**src/hdl/tsw_pkg.sv**
```systemverilog
// ----------------------------------------------------------------------------
// tsw_pkg
// Shared constants for the timed setpoint table weight unit.
// ----------------------------------------------------------------------------
package tsw_pkg;

  // table depth default
  localparam int TABLE_DEPTH_DEF = 16;

  // serial multiplier operand width
  localparam int MUL_W = 32;

  // request codes
  localparam logic REQ_WRITE = 1'b0;
  localparam logic REQ_QUERY = 1'b1;

  // configuration register indexes
  localparam logic [1:0] REG_ENTRIES  = 2'd0;
  localparam logic [1:0] REG_FACTOR_X = 2'd1;
  localparam logic [1:0] REG_FACTOR_Y = 2'd2;
  localparam logic [1:0] REG_FACTOR_Z = 2'd3;

  // fixed point one in Q10.24
  localparam logic [33:0] ONE_Q24 = 34'h001000000;

endpackage

```
**src/hdl/tsw_mul.sv**
```systemverilog
// ----------------------------------------------------------------------------
// tsw_mul
// Bit-serial unsigned shift-add multiplier, one multiplier bit per cycle.
// ----------------------------------------------------------------------------
module tsw_mul #(
  parameter int W = tsw_pkg::MUL_W
) (
  input  logic           clk,
  input  logic           rst,
  input  logic           start,
  input  logic [W-1:0]   a,
  input  logic [W-1:0]   b,
  output logic           done,
  output logic [2*W-1:0] product
);

  localparam int CW = $clog2(W + 1);

  logic [W-1:0]  mcand;
  logic [W-1:0]  hi;
  logic [W-1:0]  lo;
  logic [CW-1:0] cnt;
  logic          busy;
  logic [W:0]    sum;

  // partial sum of the current step
  assign sum = {1'b0, hi} + (lo[0] ? {1'b0, mcand} : {(W + 1){1'b0}});

  // control
  always_ff @(posedge clk) begin
    if (rst) begin
      busy <= 1'b0;
      done <= 1'b0;
      cnt  <= '0;
    end else begin
      done <= 1'b0;
      if (start) begin
        busy <= 1'b1;
        cnt  <= '0;
      end else if (busy) begin
        cnt <= cnt + 1'b1;
        if (cnt == CW'(W - 1)) begin
          busy <= 1'b0;
          done <= 1'b1;
        end
      end
    end
  end

  // datapath
  always_ff @(posedge clk) begin
    if (start) begin
      mcand <= a;
      hi    <= '0;
      lo    <= b;
    end else if (busy) begin
      hi <= sum[W:1];
      lo <= {sum[0], lo[W-1:1]};
    end
  end

  assign product = {hi, lo};

endmodule

```
**src/hdl/timed_setpoint_table_weight_unit.sv**
```systemverilog
// ----------------------------------------------------------------------------
// timed_setpoint_table_weight_unit
// Setpoint table with time windows; a query returns the matching position and
// per-axis weights (factor*frac+1)^2.
// ----------------------------------------------------------------------------
// A write item is taken while the block is idle. A query scans the table in a
// read state and a compare state per entry (one registered memory read and one
// window compare, top entry down), then, on a match with a nonzero window, runs
// a bit-serial divider for a 17-bit frac, then per axis two passes of a 32-bit
// bit-serial multiplier (factor times frac, then squaring) with a start state
// before each pass, then loads the output register. One item is worked on at a
// time; a finished result waits in the output register while the next item is
// taken.
module timed_setpoint_table_weight_unit #(
  parameter int TABLE_DEPTH = tsw_pkg::TABLE_DEPTH_DEF
) (
  input  logic        clk,
  input  logic        rst,
  // input channel
  input  logic        in_valid,
  output logic        in_stall,
  input  logic        req_type,
  input  logic [3:0]  entry_index,
  input  logic [31:0] query_time,
  input  logic [31:0] window_start,
  input  logic [31:0] window_end,
  input  logic [31:0] set_x,
  input  logic [31:0] set_y,
  input  logic [31:0] set_z,
  // output channel
  output logic        out_valid,
  input  logic        out_stall,
  output logic        found,
  output logic [31:0] ref_x,
  output logic [31:0] ref_y,
  output logic [31:0] ref_z,
  output logic [31:0] weight_x,
  output logic [31:0] weight_y,
  output logic [31:0] weight_z,
  // configuration channel
  input  logic        cfg_valid,
  output logic        cfg_ready,
  input  logic [1:0]  cfg_index,
  input  logic [15:0] cfg_data
);

  localparam int AW  = (TABLE_DEPTH > 1) ? $clog2(TABLE_DEPTH) : 1;
  localparam int CNW = $clog2(TABLE_DEPTH + 1);

  localparam logic [3:0] S_IDLE  = 4'd0;
  localparam logic [3:0] S_READ  = 4'd1;
  localparam logic [3:0] S_CMP   = 4'd2;
  localparam logic [3:0] S_DIV   = 4'd3;
  localparam logic [3:0] S_MUL1  = 4'd4;
  localparam logic [3:0] S_MUL1W = 4'd5;
  localparam logic [3:0] S_MUL2  = 4'd6;
  localparam logic [3:0] S_MUL2W = 4'd7;
  localparam logic [3:0] S_DONE  = 4'd8;

  logic [3:0]   state;
  logic [CNW-1:0] count;
  logic [15:0]  fac_x;
  logic [15:0]  fac_y;
  logic [15:0]  fac_z;

  logic [159:0] mem [TABLE_DEPTH];
  logic [TABLE_DEPTH-1:0] vld;
  logic [159:0] rd_data;
  logic         rd_vld;
  logic [AW-1:0] idx;

  logic [31:0]  t;
  logic         hit;
  logic [31:0]  px;
  logic [31:0]  py;
  logic [31:0]  pz;
  logic [31:0]  wx;
  logic [31:0]  wy;
  logic [31:0]  wz;

  logic [33:0]  rem;
  logic [32:0]  den;
  logic [16:0]  quo;
  logic [4:0]   div_cnt;
  logic [1:0]   axis;
  logic [31:0]  mag;

  logic         in_xfer;
  logic         out_xfer;
  logic         cfg_xfer;
  logic [CNW-1:0] cnt_new;

  logic [31:0]  s_e;
  logic [31:0]  f_e;
  logic         match;
  logic [32:0]  num_w;
  logic [32:0]  den_w;
  logic [33:0]  rem_sh;
  logic         ge;

  logic [15:0]  fac_sel;
  logic [15:0]  fac_abs;
  logic         mul_start;
  logic [31:0]  mul_a;
  logic [31:0]  mul_b;
  logic         mul_done;
  logic [63:0]  mul_p;
  logic [33:0]  a_q24;

  assign in_xfer   = in_valid && !in_stall;
  assign out_xfer  = out_valid && !out_stall;
  assign cfg_ready = 1'b1;
  assign cfg_xfer  = cfg_valid && cfg_ready;
  assign in_stall  = (state != S_IDLE);

  // clamped entry count from a register write
  assign cnt_new = ({27'd0, cfg_data[4:0]} > 32'(TABLE_DEPTH)) ? CNW'(TABLE_DEPTH)
                                                               : CNW'(cfg_data[4:0]);

  // configuration registers
  always_ff @(posedge clk) begin
    if (rst) begin
      count <= '0;
      fac_x <= '0;
      fac_y <= '0;
      fac_z <= '0;
    end else if (cfg_xfer) begin
      case (cfg_index)
        tsw_pkg::REG_ENTRIES:  count <= cnt_new;
        tsw_pkg::REG_FACTOR_X: fac_x <= cfg_data;
        tsw_pkg::REG_FACTOR_Y: fac_y <= cfg_data;
        tsw_pkg::REG_FACTOR_Z: fac_z <= cfg_data;
        default: ;
      endcase
    end
  end

  // entry valid bits: an invalid entry reads as zero
  always_ff @(posedge clk) begin
    if (rst) begin
      vld <= '0;
    end else begin
      if (cfg_xfer && cfg_index == tsw_pkg::REG_ENTRIES) begin
        for (int i = 0; i < TABLE_DEPTH; i++) begin
          if (32'(i) >= 32'(count) && 32'(i) < 32'(cnt_new)) vld[i] <= 1'b0;
        end
      end
      if (in_xfer && req_type == tsw_pkg::REQ_WRITE &&
          {28'd0, entry_index} < 32'(TABLE_DEPTH)) begin
        vld[AW'(entry_index)] <= 1'b1;
      end
    end
  end

  // table memory, registered read at the scan index
  always_ff @(posedge clk) begin
    if (in_xfer && req_type == tsw_pkg::REQ_WRITE &&
        {28'd0, entry_index} < 32'(TABLE_DEPTH)) begin
      mem[AW'(entry_index)] <= {window_start, window_end, set_x, set_y, set_z};
    end
    rd_data <= mem[idx];
    rd_vld  <= vld[idx];
  end

  // window compare on the read entry
  assign s_e   = rd_vld ? rd_data[159:128] : 32'd0;
  assign f_e   = rd_vld ? rd_data[127:96]  : 32'd0;
  assign match = ($signed(s_e) <= $signed(t)) && ($signed(t) <= $signed(f_e));
  assign num_w = {t[31], t} - {s_e[31], s_e};
  assign den_w = {f_e[31], f_e} - {s_e[31], s_e};

  // divider step
  assign rem_sh = (div_cnt == 5'd0) ? rem : {rem[32:0], 1'b0};
  assign ge     = (rem_sh >= {1'b0, den});

  // factor for the current axis
  always_comb begin
    case (axis)
      2'd0:    fac_sel = fac_x;
      2'd1:    fac_sel = fac_y;
      default: fac_sel = fac_z;
    endcase
  end
  assign fac_abs = fac_sel[15] ? (16'd0 - fac_sel) : fac_sel;

  // shared multiplier operands
  assign mul_start = (state == S_MUL1) || (state == S_MUL2);
  assign mul_a     = (state == S_MUL1) ? {16'd0, fac_abs} : mag;
  assign mul_b     = (state == S_MUL1) ? {15'd0, quo} : mag;

  tsw_mul #(
    .W (tsw_pkg::MUL_W)
  ) u_mul (
    .clk     (clk),
    .rst     (rst),
    .start   (mul_start),
    .a       (mul_a),
    .b       (mul_b),
    .done    (mul_done),
    .product (mul_p)
  );

  // 1 + factor*frac in Q10.24
  assign a_q24 = fac_sel[15] ? (tsw_pkg::ONE_Q24 - {2'b00, mul_p[31:0]})
                             : (tsw_pkg::ONE_Q24 + {2'b00, mul_p[31:0]});

  // sequencer
  always_ff @(posedge clk) begin
    if (rst) begin
      state <= S_IDLE;
    end else begin
      case (state)
        S_IDLE: begin
          if (in_xfer && req_type == tsw_pkg::REQ_QUERY) begin
            state <= (count == '0) ? S_DONE : S_READ;
          end
        end
        S_READ: state <= S_CMP;
        S_CMP: begin
          if (match) begin
            state <= (den_w == 33'd0) ? S_MUL1 : S_DIV;
          end else if (idx == '0) begin
            state <= S_DONE;
          end else begin
            state <= S_READ;
          end
        end
        S_DIV:   if (div_cnt == 5'd16) state <= S_MUL1;
        S_MUL1:  state <= S_MUL1W;
        S_MUL1W: if (mul_done) state <= S_MUL2;
        S_MUL2:  state <= S_MUL2W;
        S_MUL2W: if (mul_done) state <= (axis == 2'd2) ? S_DONE : S_MUL1;
        S_DONE:  if (!out_valid || out_xfer) state <= S_IDLE;
        default: state <= S_IDLE;
      endcase
    end
  end

  // query datapath
  always_ff @(posedge clk) begin
    case (state)
      S_IDLE: begin
        t    <= query_time;
        idx  <= AW'(count - 1'b1);
        hit  <= 1'b0;
        px   <= '0;
        py   <= '0;
        pz   <= '0;
        wx   <= '0;
        wy   <= '0;
        wz   <= '0;
        quo  <= '0;
        axis <= 2'd0;
      end
      S_CMP: begin
        if (match) begin
          hit     <= 1'b1;
          px      <= rd_vld ? rd_data[95:64] : 32'd0;
          py      <= rd_vld ? rd_data[63:32] : 32'd0;
          pz      <= rd_vld ? rd_data[31:0]  : 32'd0;
          rem     <= {1'b0, num_w};
          den     <= den_w;
          div_cnt <= '0;
        end else begin
          idx <= idx - 1'b1;
        end
      end
      S_DIV: begin
        rem     <= ge ? (rem_sh - {1'b0, den}) : rem_sh;
        quo     <= {quo[15:0], ge};
        div_cnt <= div_cnt + 1'b1;
      end
      S_MUL1W: begin
        if (mul_done) mag <= a_q24[33] ? 32'(34'd0 - a_q24) : a_q24[31:0];
      end
      S_MUL2W: begin
        if (mul_done) begin
          case (axis)
            2'd0:    wx <= mul_p[63:32];
            2'd1:    wy <= mul_p[63:32];
            default: wz <= mul_p[63:32];
          endcase
          axis <= axis + 1'b1;
        end
      end
      default: ;
    endcase
  end

  // output register
  always_ff @(posedge clk) begin
    if (rst) begin
      out_valid <= 1'b0;
    end else if (state == S_DONE && (!out_valid || out_xfer)) begin
      out_valid <= 1'b1;
    end else if (out_xfer) begin
      out_valid <= 1'b0;
    end
  end

  always_ff @(posedge clk) begin
    if (state == S_DONE && (!out_valid || out_xfer)) begin
      found    <= hit;
      ref_x    <= px;
      ref_y    <= py;
      ref_z    <= pz;
      weight_x <= wx;
      weight_y <= wy;
      weight_z <= wz;
    end
  end

endmodule

```
**config.mk**
```make
export PLATFORM = sky130hd
export DESIGN_NAME = timed_setpoint_table_weight_unit
export DESIGN_NICKNAME = d
export VERILOG_FILES = /design/src/hdl/tsw_pkg.sv /design/src/hdl/tsw_mul.sv /design/src/hdl/timed_setpoint_table_weight_unit.sv
export SDC_FILE = /design/constraint.sdc
export NUM_CORES = 2
export LEC_CHECK = 0
export BUFFER_PORTS_ARGS = -buffer_cell sky130_fd_sc_hd__buf_4
export CAP_MARGIN = 15
export CORE_ASPECT_RATIO = 0.7
export CORE_MARGIN = 4
export CORE_UTILIZATION = 45
export CTS_BUF_LIST = sky130_fd_sc_hd__clkbuf_8
export CTS_CLUSTER_DIAMETER = 80
export DETAILED_ROUTE_END_ITERATION = 6
export PLACE_DENSITY_LB_ADDON = 0.15
export SYNTH_ARGS = -nofsm -noshare
export SYNTH_HDL_FRONTEND = slang
export SYNTH_SLANG_ARGS = --single-unit
```
**constraint.sdc**
```tcl
create_clock -name clk -period 21.9 [get_ports clk]
set_clock_uncertainty 0.15 [all_clocks]
set_input_delay 3.285 -clock clk [delete_from_list [all_inputs] [get_ports clk]]
set_output_delay 3.285 -clock clk [all_outputs]
set_load 0.005 [all_outputs]
```
; ---- Word-level counts from Yosys, hierarchy flattened
; Memory sizes are Yosys's and may differ from the RTL's. A register that Yosys moved wholly into a read port is not among the register bits.
; Index checks and enable logic that the tools add are counted.
[word_totals]
regBits = 724
ramBits = 2560
in_bits = 220
out_inout_bits = 196
mem_count = 1
[op_classes]
addsub = 13
magnitude_cmp = 39
eq_ne = 25
muxes = 85
n_bitwise = 3
n_reduce_logical = 60
[mem_list]
columns = name, words, width, rd, rd_ports_with_merged_regs, write_ports, line_no
row1 = mem, 16, 160, 1, 1, 1, timed_setpoint_table_weight_unit.sv:66  ; logic [159:0] mem [TABLE_DEPTH];
[op_table]
columns = cell, count
row1 = $mux W32, 19
row2 = $pmux W32 S2, 6
row3 = $mux W34, 4
row4 = $mux W16, 5
row5 = $pmux W34 S2, 1
row6 = $sub A32 B32 Y33, 2
row7 = $le A32 B32 Y1, 2
row8 = $ge A4 B5 Y1 const A, 8
row9 = $lt A4 B5 Y1 const A, 8
row10 = $mux W4, 10
row11 = $pmux W4 S9, 1
row12 = $ge A34 B33 Y1, 1
row13 = $pmux W17 S2, 1
row14 = $sub A34 B33 Y34, 1
row15 = $add A25 B32 Y33 const A, 1
row16 = $add A32 B33 Y33, 1
row17 = $logic_not A33 Y1, 1
row18 = $sub A25 B32 Y33 const A, 1
row19 = $pmux W16 S2, 1
row20 = $sub A1 B32 Y32 const A, 1
row21 = $mux W1, 27
row22 = $logic_and A1 B1 Y1, 24
row23 = $ge A3 B5 Y1 const A, 4
row24 = $lt A3 B5 Y1 const A, 4
row25 = 45 further kinds, 91

; ---- Depth between registers and ports, before layout
[depth]
depth_word = 9
mapped_depth = 21

; ---- Hierarchy
; A second synthesis with hierarchy kept.
[hier_totals]
cells_unflattened = 7133
hier_area_um2 = 136554.7
[by_module_without_submodules]
columns = mod, n_inst, cells_per_inst, area_per_inst_um2
row1 = timed_setpoint_table_weight_unit, 1, 6597, 130846.7
row2 = tsw_mul, 1, 536, 5708.0

; ---- Worst setup path after synthesis
; OpenSTA, ideal clock, no wires.
[synth_path]
path_type = in2reg
startpoint = input port req_type
endpoint = memory mem[0][0], enable pin
setup_time_ns = 0.879
arrival_time_ns = 14.698
required_ns = 20.871
setup_slack_ns = 6.173
path_stages = 3
cell_sequence = nand3b_1 -> or3_1 -> nor3_1
[synth_between]
elab_chain_cells = 4
[synth_lines]
columns = item, line_no
row1 = "start, declared", timed_setpoint_table_weight_unit.sv:22  ; input logic req_type,
row2 = $not A1 Y1, timed_setpoint_table_weight_unit.sv:157  ; if (in_xfer && req_type == tsw_pkg::REQ_WRITE &&
row3 = $logic_and A1 B1 Y1, timed_setpoint_table_weight_unit.sv:157
row4 = $mux W1, timed_setpoint_table_weight_unit.sv:157
row5 = $mux W1 (implied by the code), timed_setpoint_table_weight_unit.sv:159  ; mem[AW'(entry_index)] <= {window_start, window_end, set_x, set_y, set_z};
row6 = "end, declared", timed_setpoint_table_weight_unit.sv:66
; No other way between the ends.

; ---- Final worst setup path
[layout_path]
startpoint = input port req_type
endpoint = memory mem[15][84], enable pin
; The elaborated chain is that of the path after synthesis.

==> out/metrics.yaml <==
outcome:
  outcome: "finished clean"
clocking:
  clk_latency_ns: 1.02
  cts_setup_buffers: 0
  cts_repair_resize_count: 0
  holdBufCountCts: 0
  clk_pin_slew_worst_paths_ns: 0.06
  cts_max_level: 6
  cts.sinks: 3444
  clock_path_buffers: 4
  cts_root_buffer: "clkbuf_8"
  cts_tree: "done"
  numCtsBuffers: 537
timing:
  final.min_clock_period_ns: 6.47
  hold_viol_final: 0
  tightest_slew_ns: 1.20
  rsz0062_at_grt: "false"
  maxSlewHeadroom_pct: 19.9
  fin_crit_sh_pct: 29.5
  slew_violations: 0
  tns_ns: 0
  max_freq_mhz: 155
  setup_viol_count_final: 0
finish:
  final_cell_count_no_fill: 12313
  syn_to_final_growth_pct: 13.3
  nNetsFinal: 8274
  layout-drive-gt1-share_pct: 24.7
critical_path:
  r2r_start: "rd_vld"
  end_kind: "flop"
  crit_fanout: 43
  ff2ff_path_depth: 14
  crit_path_end: "mem[15][84]"
  start_kind: "primary input"
  r2r-end: "state[0]"
  critical_path_class: "primary input to flop"
  cp_data_arrival_time_ns: 6.95
  crit_start: "req_type"
  required_ns: 22.38
  regToRegSetupSlack_ns: 15.65
routing:
  wl_mm: 351
  drc: 0
  avgRoutedWirePerCell_um: 28.5
  dr.pass1.iters: 6
  drt-initial-drc-count: 6951
  viasPerCell: 5.75
  antenna_left: 0
  vias: 70791
hold_path:
  hold_depth: 0
  hold_path.class: "flop to flop"
floorplan:
  num_rows: 168
  die_w_um: 664
  io_pins: 416
  die_h_um: 467
  die-area_um2: 310000
  start_util_pct: 45.2
  core_um2: 300000
global_routing:
  grt_pass1_vias: 71253
  grt_pass1_wl_mm: 509
  antenna_found_initial: 66
  track_usage_pct: 22.4
  grt_max_degree: 148
  gr-total-overflow: 0
synth:
  synth_cell_type_count: 90
  avgSynthCellArea_um2: 18.9
  async_reset_ff_share_pct: 0
  synth_top_area_cell: "edfxtp_1"
  yosys_most_used_dff: "edfxtp_1"
  syn_inst: 7153
  yosys_warnings: 0
  yosys-top-cells-count: "edfxtp_1, mux4_2, nand2_1"
  synth-seq-cells: 3444
  synth_area_um2: 135000
  synthesis.nets: 7548
  ys_top_cells_by_area: "edfxtp_1, mux4_2, dfxtp_1, ha_1, mux2i_1"
  yosysMostFrequentCell: "edfxtp_1"
  synth_top_area_share_pct: 70.2
  synth_edf_count: 3169
  seq_area_frac_synth_pct: 74.3
place:
  io_buffers: 414
  placed_cells: 11335
  gp_congestion: 0.897
  hpwl_mm: 202
power_and_ir_drop:
  peakVddDrop_uv: 58.5
  power_density_nw_per_um2: 89.9
  p_leak_uw: 0.0539
flow_run:
  drv_cap: 0
## registers in the layout, summed over array words and instances, names as in the netlist, 33 cells and up
register  flops
den          33
mem        2560
rd_data     160
rem          34
## power by group
part / internal, uW / switching, uW / total, uW
logic: 447 / 690 / 1140
clock network: 2570 / 2490 / 5060
registers: 7470 / 142 / 7610
## kinds of logic after synthesis
family                   after synthesis  synth area share (%)
AO/OA/AOI/OAI                        855                  4.09
flip-flops                          3444                  74.3
multiplexers                         943                  13.5
other                                  1               0.00277
buffers and inverters                481                  1.35
adder cells (fa/ha/maj)              175                  1.64
AND/OR/NAND/NOR                     1066                  3.87
XOR/XNOR                             188                  1.22
## worst min-delay path by stage
stage	slack, ns	start	to
6_report	0.26	pz[15]	ref_z[15]
5_1_grt	0.27	wx[18]	weight_x[18]
4_1_cts	0.26	pz[4]	ref_z[4]
3_5_place_dp	0.25	wx[30]	weight_x[30]
3_3_place_gp	0.25	wx[16]	weight_x[16]
2_1_floorplan	0.25	hit	found
## stage by stage
stage               total power (uW)  hold slack, ns  utilization, %  area, um^2  setup WS (ns)
detailed placement              8890           0.255            47.9      144000          14.40
global placement                8880           0.251            47.9      144000          14.40
finish                         13800           0.256            51.2      154000          15.43
CTS                            14000           0.264            51.2      153000          15.51
global route                   14400           0.268            51.2      153000          15.37
floorplan                       8350           0.250               -      135000           6.17
## metal layers
metal  global-route usage (%)  wire length (um)  up-vias
met5                        0                91        -
met3                     4.12             24100      502
met4                     5.10              7180       14
met1                     34.4            162000    37339
met2                     33.4            157000     2578
li1                         -                 -    30358
## critical path, stage by stage
cell and delay [ns]:
buf_4 0.15, nor3b_1 0.24, nand3_1 0.35, nor2_4 0.46, buf_4 0.82, buf_4 0.84, buf_4 0.68
## cell usage in the layout, fill, tap and decap left out, types with 123 or more instances in the layout
master,n
inv_1,365
mux4_2,703
a21oi_1,263
o21ai_0,172
ha_1,171
xnor2_1,123
buf_4,515
and3_1,124
nor2_1,175
mux2i_1,156
nand2_1,373
edfxtp_1,3169
dfxtp_1,274
clkbuf_8,586
## area by class of cell
type | instances | area, um^2
Timing Repair Buffer | 528 | 4130
Clock buffer | 586 | 8070
Tap cell | 3995 | 5000
Multi-Input combinational cell | 3228 | 33200
Inverter | 140 | 548
Clock inverter | 366 | 1850
Antenna cell | 26 | 65.1
Fill cell | 24162 | 146000
Sequential cell | 3444 | 101000
Power figures use the tool's default switching activity.
